$ cat src/hw/rtl/lnr_pkg.sv
package lnr_pkg;

    localparam int CUR_W      = 14;
    localparam int DST_W      = 10;
    localparam int MW_W       = 6;
    localparam int NC_W       = 11;
    localparam int LG_W       = 4;
    localparam int DIV_DW     = 14;
    localparam int DIV_RW     = 11;
    localparam int DIV_STEPS  = 2;
    localparam int DIV_STAGES = DIV_DW / DIV_STEPS;

    localparam logic [NC_W-1:0] MAX_NODES = 11'd1024;
    localparam logic [MW_W-1:0] MAX_WIDTH = 6'd32;

    typedef enum logic [1:0] {
        CFG_TOPOLOGY   = 2'd0,
        CFG_MESH_WIDTH = 2'd1,
        CFG_NODE_COUNT = 2'd2
    } cfg_idx_t;

    typedef enum logic [1:0] {
        TOPO_MESH2D    = 2'd0,
        TOPO_MESH3D    = 2'd1,
        TOPO_OMEGA     = 2'd2,
        TOPO_BUTTERFLY = 2'd3
    } topo_t;

    typedef enum logic [1:0] {
        ST_OK     = 2'd0,
        ST_SAME   = 2'd1,
        ST_RANGE  = 2'd2,
        ST_NOLINK = 2'd3
    } status_t;

    typedef enum logic [2:0] {
        DIR_EAST  = 3'd0,
        DIR_WEST  = 3'd1,
        DIR_SOUTH = 3'd2,
        DIR_NORTH = 3'd3,
        DIR_UP    = 3'd4,
        DIR_DOWN  = 3'd5,
        DIR_PORT  = 3'd6
    } dir_t;

    typedef struct packed {
        topo_t              topo;
        logic [MW_W-1:0]    w;
        logic [LG_W-1:0]    lg;
        logic [CUR_W-1:0]   cur;
        logic [DST_W-1:0]   dst;
        status_t            early;
        logic               sw;
        logic               half_zero;
        logic [DIV_DW-1:0]  q1a;
        logic [DIV_RW-1:0]  r1a;
        logic [DIV_DW-1:0]  q1b;
        logic [DIV_RW-1:0]  r1b;
    } ctx_t;

    typedef struct packed {
        logic [DIV_RW-1:0] rem;
        logic [DIV_DW-1:0] dvd;
    } dstep_t;

    function automatic dstep_t div_step(input logic [DIV_RW-1:0] rem,
                                        input logic [DIV_DW-1:0] dvd,
                                        input logic [DIV_RW-1:0] d);
        logic [DIV_RW:0] t;
        dstep_t r;
        r.rem = rem;
        r.dvd = dvd;
        for (int i = 0; i < DIV_STEPS; i++) begin
            t = {r.rem, r.dvd[DIV_DW-1]};
            if (t >= {1'b0, d}) begin
                t = t - {1'b0, d};
                r.dvd = {r.dvd[DIV_DW-2:0], 1'b1};
            end else begin
                r.dvd = {r.dvd[DIV_DW-2:0], 1'b0};
            end
            r.rem = t[DIV_RW-1:0];
        end
        return r;
    endfunction

endpackage

$ cat src/hw/rtl/interconnect_next_link_router.sv
// From an accepted input beat to its result beat, the path runs through a set-up
// register, two seven-stage divider pipelines, and the output register.
// Throughput is one beat per cycle; the whole pipeline holds while a result
// beat waits at the output. Reset is synchronous and active low: it empties
// the pipeline and sets topology to 2D mesh, mesh width to 1 and node count to 1.
module interconnect_next_link_router (
    input  logic         aclk,
    input  logic         aresetn,
    input  logic         s_valid,
    output logic         s_ready,
    input  logic [13:0]  s_current_id,
    input  logic [9:0]   s_dest_node,
    output logic         m_valid,
    input  logic         m_ready,
    output logic [1:0]   m_status,
    output logic [2:0]   m_dir_code,
    output logic [4:0]   m_link_stage,
    output logic [10:0]  m_link_index,
    output logic [6:0]   m_link_sub,
    input  logic         cfg_valid,
    output logic         cfg_ready,
    input  logic [1:0]   cfg_index,
    input  logic [10:0]  cfg_data
);

    lnr_pkg::topo_t               topology_reg;
    logic [lnr_pkg::MW_W-1:0]     mesh_width_reg;
    logic [lnr_pkg::NC_W-1:0]     node_count_reg;
    logic                         en;
    logic                         f_valid, r1_valid, r2_valid;
    lnr_pkg::ctx_t                f_ctx, r1_ctx, mid_ctx, r2_ctx;
    logic [lnr_pkg::DIV_RW-1:0]   f_d;
    logic [lnr_pkg::DIV_DW-1:0]   f_a, f_b;
    logic [lnr_pkg::DIV_DW-1:0]   q1a, q1b, q2a, q2b;
    logic [lnr_pkg::DIV_RW-1:0]   r1a, r1b, r2a, r2b;

    assign cfg_ready = 1'b1;
    assign en = !m_valid || m_ready;
    assign s_ready = en;

    always_ff @(posedge aclk) begin
        if (!aresetn) begin
            topology_reg <= lnr_pkg::TOPO_MESH2D;
            mesh_width_reg <= lnr_pkg::MW_W'(1);
            node_count_reg <= lnr_pkg::NC_W'(1);
        end else if (cfg_valid) begin
            case (cfg_index)
                lnr_pkg::CFG_TOPOLOGY: begin
                    topology_reg <= lnr_pkg::topo_t'(cfg_data[1:0]);
                end
                lnr_pkg::CFG_MESH_WIDTH: begin
                    mesh_width_reg <= cfg_data[lnr_pkg::MW_W-1:0];
                end
                lnr_pkg::CFG_NODE_COUNT: begin
                    node_count_reg <= cfg_data;
                end
                default: begin
                end
            endcase
        end
    end

    lnr_front u_front (
        .aclk       (aclk),
        .aresetn    (aresetn),
        .en         (en),
        .in_valid   (s_valid),
        .cur        (s_current_id),
        .dst        (s_dest_node),
        .topo       (topology_reg),
        .mesh_width (mesh_width_reg),
        .node_count (node_count_reg),
        .out_valid  (f_valid),
        .out_ctx    (f_ctx),
        .out_d      (f_d),
        .out_a      (f_a),
        .out_b      (f_b)
    );

    lnr_div u_div1 (
        .aclk      (aclk),
        .aresetn   (aresetn),
        .en        (en),
        .in_valid  (f_valid),
        .in_ctx    (f_ctx),
        .in_d      (f_d),
        .in_a      (f_a),
        .in_b      (f_b),
        .out_valid (r1_valid),
        .out_ctx   (r1_ctx),
        .out_qa    (q1a),
        .out_ra    (r1a),
        .out_qb    (q1b),
        .out_rb    (r1b)
    );

    always_comb begin
        mid_ctx = r1_ctx;
        mid_ctx.q1a = q1a;
        mid_ctx.r1a = r1a;
        mid_ctx.q1b = q1b;
        mid_ctx.r1b = r1b;
    end

    lnr_div u_div2 (
        .aclk      (aclk),
        .aresetn   (aresetn),
        .en        (en),
        .in_valid  (r1_valid),
        .in_ctx    (mid_ctx),
        .in_d      (lnr_pkg::DIV_RW'(r1_ctx.w)),
        .in_a      (q1a),
        .in_b      (q1b),
        .out_valid (r2_valid),
        .out_ctx   (r2_ctx),
        .out_qa    (q2a),
        .out_ra    (r2a),
        .out_qb    (q2b),
        .out_rb    (r2b)
    );

    lnr_route u_route (
        .aclk       (aclk),
        .aresetn    (aresetn),
        .en         (en),
        .in_valid   (r2_valid),
        .ctx        (r2_ctx),
        .q2a        (q2a),
        .r2a        (r2a),
        .q2b        (q2b),
        .r2b        (r2b),
        .out_valid  (m_valid),
        .out_status (m_status),
        .out_dir    (m_dir_code),
        .out_stage  (m_link_stage),
        .out_index  (m_link_index),
        .out_sub    (m_link_sub)
    );

`ifndef SYNTHESIS
    a_fail_zero: assert property (@(posedge aclk) disable iff (!aresetn)
        (m_valid && m_status != lnr_pkg::ST_OK) |->
        (m_dir_code == '0 && m_link_stage == '0 && m_link_index == '0 && m_link_sub == '0))
        else $error("non-ok result carries a link");
    a_port_sub: assert property (@(posedge aclk) disable iff (!aresetn)
        (m_valid && m_dir_code == lnr_pkg::DIR_PORT) |-> (m_link_sub == '0))
        else $error("switch port result has a third coordinate");
    a_reset_empty: assert property (@(posedge aclk)
        !aresetn |=> !m_valid)
        else $error("result beat valid after reset");
`endif

endmodule

$ cat src/hw/rtl/lnr_front.sv
module lnr_front (
    input  logic                         aclk,
    input  logic                         aresetn,
    input  logic                         en,
    input  logic                         in_valid,
    input  logic [lnr_pkg::CUR_W-1:0]    cur,
    input  logic [lnr_pkg::DST_W-1:0]    dst,
    input  lnr_pkg::topo_t               topo,
    input  logic [lnr_pkg::MW_W-1:0]     mesh_width,
    input  logic [lnr_pkg::NC_W-1:0]     node_count,
    output logic                         out_valid,
    output lnr_pkg::ctx_t                out_ctx,
    output logic [lnr_pkg::DIV_RW-1:0]   out_d,
    output logic [lnr_pkg::DIV_DW-1:0]   out_a,
    output logic [lnr_pkg::DIV_DW-1:0]   out_b
);

    logic                         valid_reg;
    lnr_pkg::ctx_t                ctx_reg, ctx_next;
    logic [lnr_pkg::DIV_RW-1:0]   d_reg, d_next;
    logic [lnr_pkg::DIV_DW-1:0]   a_reg, a_next;
    logic [lnr_pkg::DIV_DW-1:0]   b_reg, b_next;
    logic [lnr_pkg::NC_W-1:0]     n;
    logic [lnr_pkg::MW_W-1:0]     w;

    always_comb begin
        n = (node_count > lnr_pkg::MAX_NODES) ? lnr_pkg::MAX_NODES : node_count;
        if (mesh_width == '0) begin
            w = lnr_pkg::MW_W'(1);
        end else if (mesh_width > lnr_pkg::MAX_WIDTH) begin
            w = lnr_pkg::MAX_WIDTH;
        end else begin
            w = mesh_width;
        end
        ctx_next = '0;
        ctx_next.topo = topo;
        ctx_next.w = w;
        ctx_next.cur = cur;
        ctx_next.dst = dst;
        for (int i = 0; i < lnr_pkg::NC_W; i++) begin
            if (n[i]) begin
                ctx_next.lg = lnr_pkg::LG_W'(i);
            end
        end
        if (lnr_pkg::NC_W'(dst) >= n) begin
            ctx_next.early = lnr_pkg::ST_RANGE;
        end else if (cur == lnr_pkg::CUR_W'(dst)) begin
            ctx_next.early = lnr_pkg::ST_SAME;
        end else begin
            ctx_next.early = lnr_pkg::ST_OK;
        end
        ctx_next.sw = cur >= lnr_pkg::CUR_W'(n);
        ctx_next.half_zero = (n >> 1) == '0;
        a_next = cur;
        b_next = lnr_pkg::DIV_DW'(dst);
        case (topo)
            lnr_pkg::TOPO_MESH2D, lnr_pkg::TOPO_MESH3D: begin
                d_next = lnr_pkg::DIV_RW'(w);
            end
            lnr_pkg::TOPO_OMEGA: begin
                d_next = n >> 1;
                a_next = cur - lnr_pkg::CUR_W'(n);
            end
            default: begin
                d_next = n;
            end
        endcase
    end

    always_ff @(posedge aclk) begin
        if (!aresetn) begin
            valid_reg <= 1'b0;
        end else if (en) begin
            valid_reg <= in_valid;
        end
    end

    always_ff @(posedge aclk) begin
        if (en) begin
            ctx_reg <= ctx_next;
            d_reg <= d_next;
            a_reg <= a_next;
            b_reg <= b_next;
        end
    end

    assign out_valid = valid_reg;
    assign out_ctx = ctx_reg;
    assign out_d = d_reg;
    assign out_a = a_reg;
    assign out_b = b_reg;

endmodule

$ cat src/hw/rtl/lnr_div.sv
module lnr_div (
    input  logic                         aclk,
    input  logic                         aresetn,
    input  logic                         en,
    input  logic                         in_valid,
    input  lnr_pkg::ctx_t                in_ctx,
    input  logic [lnr_pkg::DIV_RW-1:0]   in_d,
    input  logic [lnr_pkg::DIV_DW-1:0]   in_a,
    input  logic [lnr_pkg::DIV_DW-1:0]   in_b,
    output logic                         out_valid,
    output lnr_pkg::ctx_t                out_ctx,
    output logic [lnr_pkg::DIV_DW-1:0]   out_qa,
    output logic [lnr_pkg::DIV_RW-1:0]   out_ra,
    output logic [lnr_pkg::DIV_DW-1:0]   out_qb,
    output logic [lnr_pkg::DIV_RW-1:0]   out_rb
);

    localparam int S = lnr_pkg::DIV_STAGES;

    logic                         valid_reg [S];
    lnr_pkg::ctx_t                ctx_reg   [S];
    logic [lnr_pkg::DIV_RW-1:0]   d_reg     [S];
    logic [lnr_pkg::DIV_RW-1:0]   ra_reg    [S];
    logic [lnr_pkg::DIV_DW-1:0]   qa_reg    [S];
    logic [lnr_pkg::DIV_RW-1:0]   rb_reg    [S];
    logic [lnr_pkg::DIV_DW-1:0]   qb_reg    [S];

    for (genvar s = 0; s < S; s++) begin : g_stage
        logic                         v_in;
        lnr_pkg::ctx_t                c_in;
        logic [lnr_pkg::DIV_RW-1:0]   d_in;
        lnr_pkg::dstep_t              step_a;
        lnr_pkg::dstep_t              step_b;

        if (s == 0) begin : g_first
            assign v_in = in_valid;
            assign c_in = in_ctx;
            assign d_in = in_d;
            assign step_a = lnr_pkg::div_step({lnr_pkg::DIV_RW{1'b0}}, in_a, in_d);
            assign step_b = lnr_pkg::div_step({lnr_pkg::DIV_RW{1'b0}}, in_b, in_d);
        end else begin : g_next
            assign v_in = valid_reg[s-1];
            assign c_in = ctx_reg[s-1];
            assign d_in = d_reg[s-1];
            assign step_a = lnr_pkg::div_step(ra_reg[s-1], qa_reg[s-1], d_reg[s-1]);
            assign step_b = lnr_pkg::div_step(rb_reg[s-1], qb_reg[s-1], d_reg[s-1]);
        end

        always_ff @(posedge aclk) begin
            if (!aresetn) begin
                valid_reg[s] <= 1'b0;
            end else if (en) begin
                valid_reg[s] <= v_in;
            end
        end

        always_ff @(posedge aclk) begin
            if (en) begin
                ctx_reg[s] <= c_in;
                d_reg[s] <= d_in;
                ra_reg[s] <= step_a.rem;
                qa_reg[s] <= step_a.dvd;
                rb_reg[s] <= step_b.rem;
                qb_reg[s] <= step_b.dvd;
            end
        end
    end

    assign out_valid = valid_reg[S-1];
    assign out_ctx = ctx_reg[S-1];
    assign out_qa = qa_reg[S-1];
    assign out_ra = ra_reg[S-1];
    assign out_qb = qb_reg[S-1];
    assign out_rb = rb_reg[S-1];

endmodule

$ cat src/hw/rtl/lnr_route.sv
module lnr_route (
    input  logic                         aclk,
    input  logic                         aresetn,
    input  logic                         en,
    input  logic                         in_valid,
    input  lnr_pkg::ctx_t                ctx,
    input  logic [lnr_pkg::DIV_DW-1:0]   q2a,
    input  logic [lnr_pkg::DIV_RW-1:0]   r2a,
    input  logic [lnr_pkg::DIV_DW-1:0]   q2b,
    input  logic [lnr_pkg::DIV_RW-1:0]   r2b,
    output logic                         out_valid,
    output logic [1:0]                   out_status,
    output logic [2:0]                   out_dir,
    output logic [4:0]                   out_stage,
    output logic [10:0]                  out_index,
    output logic [6:0]                   out_sub
);

    logic              valid_reg;
    lnr_pkg::status_t  status_reg, status_next;
    lnr_pkg::dir_t     dir_reg, dir_next;
    logic [4:0]        stage_reg;
    logic [10:0]       index_reg;
    logic [6:0]        sub_reg;
    logic [15:0]       wv, sx, sy, sz, dx, dy, dz, a, b, c, col, row, dstv;
    logic [3:0]        sh;
    logic              ok;

    always_comb begin
        wv = 16'(ctx.w);
        dstv = 16'(ctx.dst);
        sx = 16'(ctx.r1a);
        dx = 16'(ctx.r1b);
        sy = 16'(ctx.q1a);
        dy = 16'(ctx.q1b);
        sz = 16'(q2a);
        dz = 16'(q2b);
        col = '0;
        row = 16'(ctx.r1a);
        sh = '0;
        a = '0;
        b = '0;
        c = '0;
        ok = 1'b1;
        dir_next = lnr_pkg::DIR_EAST;
        status_next = ctx.early;
        case (ctx.topo)
            lnr_pkg::TOPO_MESH2D: begin
                if (dx != sx) begin
                    if (dx > sx) begin
                        dir_next = lnr_pkg::DIR_EAST;
                        a = sx;
                    end else begin
                        dir_next = lnr_pkg::DIR_WEST;
                        a = sx - 16'd1;
                    end
                    b = sy;
                end else if (dy != sy) begin
                    if (dy > sy) begin
                        dir_next = lnr_pkg::DIR_SOUTH;
                        a = sy;
                    end else begin
                        dir_next = lnr_pkg::DIR_NORTH;
                        a = sy - 16'd1;
                    end
                    b = sx + wv;
                end else if (status_next == lnr_pkg::ST_OK) begin
                    status_next = lnr_pkg::ST_SAME;
                end
                ok = (a < wv - 16'd1) && (b < (wv << 1));
            end
            lnr_pkg::TOPO_MESH3D: begin
                sy = 16'(r2a);
                dy = 16'(r2b);
                if (dx != sx) begin
                    if (dx > sx) begin
                        dir_next = lnr_pkg::DIR_EAST;
                        a = sx;
                    end else begin
                        dir_next = lnr_pkg::DIR_WEST;
                        a = sx - 16'd1;
                    end
                    b = sy;
                    c = sz;
                end else if (dy != sy) begin
                    if (dy > sy) begin
                        dir_next = lnr_pkg::DIR_SOUTH;
                        a = sy;
                    end else begin
                        dir_next = lnr_pkg::DIR_NORTH;
                        a = sy - 16'd1;
                    end
                    b = sz;
                    c = sx + wv;
                end else if (dz != sz) begin
                    if (dz > sz) begin
                        dir_next = lnr_pkg::DIR_UP;
                        a = sz;
                    end else begin
                        dir_next = lnr_pkg::DIR_DOWN;
                        a = sz - 16'd1;
                    end
                    b = sx;
                    c = sy + (wv << 1);
                end else if (status_next == lnr_pkg::ST_OK) begin
                    status_next = lnr_pkg::ST_SAME;
                end
                ok = (a < wv - 16'd1) && (b < wv) && (c < wv + (wv << 1));
            end
            lnr_pkg::TOPO_OMEGA: begin
                dir_next = lnr_pkg::DIR_PORT;
                if (!ctx.sw) begin
                    b = 16'(ctx.cur);
                end else if (ctx.half_zero) begin
                    ok = 1'b0;
                end else begin
                    col = sy + 16'd1;
                    ok = col <= 16'(ctx.lg);
                    sh = ctx.lg - col[3:0];
                    a = col;
                    b = (row << 1) + ((dstv >> sh) & 16'd1);
                end
            end
            default: begin
                dir_next = lnr_pkg::DIR_PORT;
                col = sy;
                ok = col < 16'(ctx.lg);
                sh = ctx.lg - col[3:0] - 4'd1;
                a = col;
                b = (row << 1) + ((dstv >> sh) & 16'd1);
            end
        endcase
        if (status_next == lnr_pkg::ST_OK && !ok) begin
            status_next = lnr_pkg::ST_NOLINK;
        end
        if (status_next != lnr_pkg::ST_OK) begin
            dir_next = lnr_pkg::DIR_EAST;
            a = '0;
            b = '0;
            c = '0;
        end
    end

    always_ff @(posedge aclk) begin
        if (!aresetn) begin
            valid_reg <= 1'b0;
        end else if (en) begin
            valid_reg <= in_valid;
        end
    end

    always_ff @(posedge aclk) begin
        if (en) begin
            status_reg <= status_next;
            dir_reg <= dir_next;
            stage_reg <= a[4:0];
            index_reg <= b[10:0];
            sub_reg <= c[6:0];
        end
    end

    assign out_valid = valid_reg;
    assign out_status = status_reg;
    assign out_dir = dir_reg;
    assign out_stage = stage_reg;
    assign out_index = index_reg;
    assign out_sub = sub_reg;

endmodule
$ cat config.mk
export PLATFORM = sky130hd
export DESIGN_NAME = interconnect_next_link_router
export DESIGN_NICKNAME = d
export VERILOG_FILES = /design/src/hw/rtl/lnr_pkg.sv /design/src/hw/rtl/interconnect_next_link_router.sv /design/src/hw/rtl/lnr_front.sv /design/src/hw/rtl/lnr_div.sv /design/src/hw/rtl/lnr_route.sv
export SDC_FILE = /design/constraint.sdc
export NUM_CORES = 2
export LEC_CHECK = 0
export BUFFER_PORTS_ARGS = -buffer_cell sky130_fd_sc_hd__buf_2
export CAP_MARGIN = 20
export CORE_ASPECT_RATIO = 1.75
export CORE_MARGIN = 1.5
export CORE_UTILIZATION = 55
export DETAILED_ROUTE_END_ITERATION = 7
export MAX_ROUTING_LAYER = met4
export PLACE_DENSITY = 0.71
export RECOVER_POWER = 25
export SYNTH_ARGS = -nofsm -noshare
export SYNTH_HDL_FRONTEND = slang
export SYNTH_SLANG_ARGS = --single-unit
export TNS_END_PERCENT = 20
$ cat constraint.sdc
create_clock -name aclk -period 116.5 [get_ports aclk]
set_input_delay 17.475 -clock aclk [delete_from_list [all_inputs] [get_ports aclk]]
set_output_delay 17.475 -clock aclk [all_outputs]
set_load 0.1 [all_outputs]
# After elaboration in Yosys (flattened, before gate mapping)

Memory sizes are Yosys's and may differ from the RTL's. A register that Yosys moved wholly into a read port is not among the register bits.
Index checks and enable logic that the tools add are counted.

Register bits: 113
RAM bits: 2128
Bits of input ports: 42
Output and inout bits: 31
Logic and storage cells: 421
Memories kept: 14

Add/subtract/negate cells: 71
Order comparisons: 71
Eq/ne operators: 11
Shifts and indexed selects: 2
Muxes and demuxes: 195
Bitwise logic cells: 15
Reductions and logical operators: 22

Memory list:

| memory          | depth | width | read ports | clocked after memory_dff | write ports | RTL line      | source |
|---|---|---|---|---|---|---|---|
| u_div1.ctx_reg  | 7     | 90    | 7          | 0                        | 7           | lnr_div.sv:21 | `lnr_pkg::ctx_t ctx_reg [S];` |
| u_div2.ctx_reg  | 7     | 90    | 7          | 0                        | 7           | lnr_div.sv:21 |  |
| u_div1.qa_reg   | 7     | 14    | 7          | 0                        | 7           | lnr_div.sv:24 | `logic [lnr_pkg::DIV_DW-1:0] qa_reg [S];` |
| u_div1.qb_reg   | 7     | 14    | 7          | 0                        | 7           | lnr_div.sv:26 | `logic [lnr_pkg::DIV_DW-1:0] qb_reg [S];` |
| u_div2.qa_reg   | 7     | 14    | 7          | 0                        | 7           | lnr_div.sv:24 |  |
| u_div2.qb_reg   | 7     | 14    | 7          | 0                        | 7           | lnr_div.sv:26 |  |
| 8 more memories | n/a   | n/a   | n/a        | n/a                      | n/a         | n/a           |  |

Operator list:

| cell                                                | number |
|---|---|
| two-way mux 11 bit                                  | 60 |
| >= comparator 12 x 11 -> 1 bit                      | 50 |
| subtractor 11 bit                                   | 50 |
| two-way mux 16 bit                                  | 21 |
| two-way mux 1 bit                                   | 83 |
| < comparator 16 bit                                 | 3 |
| case mux 11 bit (3 select lines)                    | 1 |
| subtractor 14 x 1 -> 15 bit (second input constant) | 2 |
| greater-than comparator 14 bit                      | 2 |
| != test 14 bit                                      | 2 |
| two-way mux 3 bit                                   | 9 |
| >= comparator 12 x 6 -> 1 bit                       | 2 |
| subtractor 11 x 1 -> 12 bit (second input constant) | 2 |
| adder 11 x 1 -> 11 bit                              | 2 |
| greater-than comparator 11 bit                      | 2 |
| two-way mux 2 bit                                   | 11 |
| != test 11 bit                                      | 2 |
| case mux 11 bit (2 select lines)                    | 1 |
| subtractor 11 x 6 -> 11 bit                         | 2 |
| right shift 10 x 4 -> 1 bit                         | 2 |
| < comparator 16 x 6 -> 1 bit                        | 1 |
| < comparator 16 x 7 -> 1 bit                        | 1 |
| adder 14 x 1 -> 15 bit (second input constant)      | 1 |
| <= comparator 15 x 4 -> 1 bit                       | 1 |
| other kinds (40)                                    | 74 |

# Depth between registers and ports, before layout

An unclocked memory read counts as a cell.

Depth in word-level cells: 16
Gate-level depth with buffers: 25
Depth with buffers taken out: 23

# Cells and area by module

Synthesis repeated with hierarchy kept, for this count alone.

Cells, all modules: 7991
Area, all modules: 109571.3 µm²

By module, submodules not included:

| module                        | times used | cells an instance | area an instance (µm²) | seq. area each (µm²) |
|---|---|---|---|---|
| lnr_div at u_div1             | 1          | 3297              | 48724.2                | 31610.3 |
| lnr_div at u_div2             | 1          | 3280              | 48615.4                | 31610.3 |
| lnr_route                     | 1          | 983               | 7533.5                 | 860.8 |
| lnr_front                     | 1          | 351               | 3932.5                 | 1971.9 |
| interconnect_next_link_router | 1          | 80                | 765.7                  | 380.4 |

# Worst setup path before layout

Ideal clock, no wire load.

Path type: input-to-output
Start point: in m_ready
End point: out s_ready
Arrival: 61.490 ns
Required time: 99.025 ns
Slack: 37.535 ns
Stages on the path: 3
Buffers on the path: 1
Cells stage by stage: nor2b_1 > inv_1 > clkbuf_1

Longest elaborated chain between the ends: 1

RTL lines:

| element            | RTL line                            | source |
|---|---|---|
| start: declaration | interconnect_next_link_router.sv:14 | `input logic m_ready,` |
| logical OR 1 bit   | interconnect_next_link_router.sv:38 | `assign en = !m_valid \|\| m_ready;` |
| end: declaration   | interconnect_next_link_router.sv:10 | `output logic s_ready,` |

Every way passes these cells.

# Worst setup path after layout

Same ends and word-level chain as after synthesis.

==> results.md <==
* #FFs+latches synth at 1633
* Nets at 7495
* Die area at 154800 µm²
* HP Class: reg -> reg
* Mapped Area at 83780 µm²
* Synth warnings at 0
* Synth top area cells: edfxtp_1 58%, ha_1 9.1%, xnor2_1 2.7%
* Starting Density at 55.36%
* Async set-reset flop share out of synthesis at 0%
* DP HPWL at 160.3 mm
* Post-CTS Setup Bufs at 0
* Slowest stage delay, CP at 0.59 ns
* Mean area per synthesized cell at 12.66 µm²
* Root Buffer: clkbuf_16
* Clock skew at 0.06329 ns
* Via density at 5.842
* Max-slew violations at 0
* Overflow after GRT at 0
* Syn Inst Count at 6616
* Setup violations, final at 0
* I/O Buffers at 71
* Leak at 35.56 nW
* CTS Buf Count at 154
* TritonCTS Sinks at 1633
* Critical path required time at 99.03 ns
* Most frequent CP cell: buf_2
* Worst skew pair latency at 0.81 ns
* RSZ-0062 raised after global routing: no
* Final ANT Viol Nets at 0
* Crit path time final at 36.42 ns
* Max frequency at 27.46 MHz
* Total negative slack at 0 ns
* WL/cell at 23.42 µm
* Die Width at 298.0 µm
* Layout area overhead at 9.523%
* Drt first-iter violations at 2640
* Max FFs per register at 586
* First-pass GRT wire length at 310.7 mm
* Core ar. at 151300 µm²
* Layout cell share with drive strength beyond 1 at 8.905%
* Clk slew on worst S/H paths at 0.06 ns
* Crit Path Class: in -> out
* DR vias at 52050
* Pin count of the biggest net entering global routing at 198
* Most used DFF post-synth: edfxtp_1
* Worst r2r src: u_div2.ctx_reg[6][31]
* Syn nets at 7322
* CTS tree: yes
* HP Start: u_div1.ctx_reg[6][71]
* # rows at 189
* Max-Cap Viols at 0
* Worst setup EP type: output pin
* I/O pin count at 73
* Drt pass-1 iters at 6
* Final WL at 208.6 mm
* Post-synth EDFFs at 1610
* Sequential fraction of the synthesis area at 58.25%
* GRT Util Overall at 27.65%
* Cell variety after synth at 102
* Final hold vios at 0
* Slew HR at 19.21%
* Launch point of the worst path: m_ready
* Longest Clk Path Bufs at 4
* Cell area power density at 31.90 nW/µm²
* Worst path top cell family by delay: buffers and inverters
* Gpl congestion at 1.018
* Die height at 519.3 µm
* Critical Path AT at 18.95 ns
* Antenna violations before repair at 6
* CTS hold repair buffers at 0
* VDD IR-drop max at 0.02058 mV
* Worst-Margin Slew at 1.207 ns
* Vias in the first global route at 52970
* Crit-path cells: buf_2 > nor2b_1 > inv_8 > buf_2
* DR DRC count at 0
* H-tree depth at 4
* Crit path max-delay cell type: nor2b_1
* Status: finished, final reports clean
* Final period util at 31.26%
* Top cell type by total area after synthesis: edfxtp_1
* Top-area cell type share of the netlist area at 57.70%
* CP Max Fanout at 45
* Buffers and inverters on the worst path at 3
* Post-CTS Resized at 0
* Post-layout power at 2.928 mW
* Worst setup SP type: input pin
routing by layer:
metal	part of all wire, %	vias up	track usage [%]
met2	55	1097	51.89
li1	-	25200	-
met4	10	0	24.20
met5	0	-	-
met3	2.8	688	2.984
met1	32	25060	23.92
path summary, 6_finish.rpt:
path	end	slack, ns	depth (start not counted)
worst max register to register	u_route.out_dir[0]	108.33	20
worst min register to register	u_div2.ctx_reg[0][71]	0.38	0
worst min-delay path	u_div2.ctx_reg[0][71]	0.38	0
worst max-delay path	s_ready	80.08	4
final cells by class:
class	instances	area, µm²
clock inverter	92	1055
sequential	1633	48810
fill	11840	59580
timing repair buffer	128	893.4
antenna	9	22.52
tap	2005	2509
clock buffer	170	3914
multi-input combinational	4388	32740
inverter	484	1824
worst reg2reg max path: cells and delay by family (launching register included):
kind,cells,cell delay (ns)
AO/OA/AOI/OAI,10,4.23
AND/OR/NAND/NOR,5,1.01
flip-flops,1,0.71
adder cells (fa/ha/maj),2,0.68
XOR/XNOR,1,0.63
buffers and inverters,2,0.62
power by group:
| part | internal [mW] | switching, mW | total, mW |
|---|---|---|---|
| Sequential | 0.876 | 0.0913 | 0.967 |
| Combinational | 0.650 | 0.811 | 1.46 |
| Clock | 0.285 | 0.215 | 0.499 |
through the flow:
| step | util, % | hold WS, ns | setup WS [ns] | instance area (µm²) | cells |
|---|---|---|---|---|---|
| 6_report | 60.63 | 0.3792 | 80.08 | 91760 | 8909 |
| 5_1_grt | 60.63 | 0.3827 | 80.03 | 91760 | 8908 |
| 4_1_cts | 60.55 | 0.3761 | 80.06 | 91640 | 8895 |
| 2_1_floorplan | - | 0.4003 | 37.54 | 83780 | 6616 |
| 3_3_place_gp | 57.27 | 0.4003 | 80.07 | 86670 | 8633 |
| 3_5_place_dp | 57.27 | 0.4045 | 80.05 | 86670 | 8633 |
cell usage after synthesis, drive strengths merged, types with 80 or more instances:
cell    count
a21o      129
a21oi     326
clkbuf     80
edfxtp   1610
ha        608
inv       484
mux2      183
mux2i     120
nand2     429
nand3     129
nand4      92
nor2      361
nor2b     130
nor3      135
o21ai     369
xnor2     257
xor2      120
cells in the final DEF, fill, tap and decap left out, types with 28 or more instances in the layout:
master and count:
o21ai_1 50, ha_1 608, a21o_1 129, nor3_1 132, xnor2_1 257, o31ai_1 60
nor4_1 59, nand4_1 90, a21boi_0 34, a221oi_1 35, inv_1 475, nor2b_1 130
o21a_1 63, nor2_1 361, mux2_2 167, edfxtp_1 1610, or3_1 54, nand2_1 429
o211ai_1 28, and3_1 60, buf_2 71, nand2b_1 64, mux2i_1 120, or2_2 32
a21oi_1 326, fa_1 56, a211oi_1 49, and2_1 47, xor2_1 120, clkbuf_16 154
o21bai_1 38, nand3_1 129, buf_4 50, o21ai_0 318
cells by family (layout without fill, tap and decap cells):
| family | after synthesis | in the layout | share of synthesized area, % |
|---|---|---|---|
| mux | 305 | 305 | 3.956 |
| xor+xnor | 377 | 377 | 3.941 |
| other cells | 1 | 10 | 0.004476 |
| simple gates | 1692 | 1692 | 10.23 |
| buf+inv | 595 | 874 | 2.710 |
| compound gates | 1349 | 1349 | 10.49 |
| flops | 1633 | 1633 | 58.25 |
| fa+ha+maj | 664 | 664 | 10.42 |
Power figures use the tool's default switching activity.
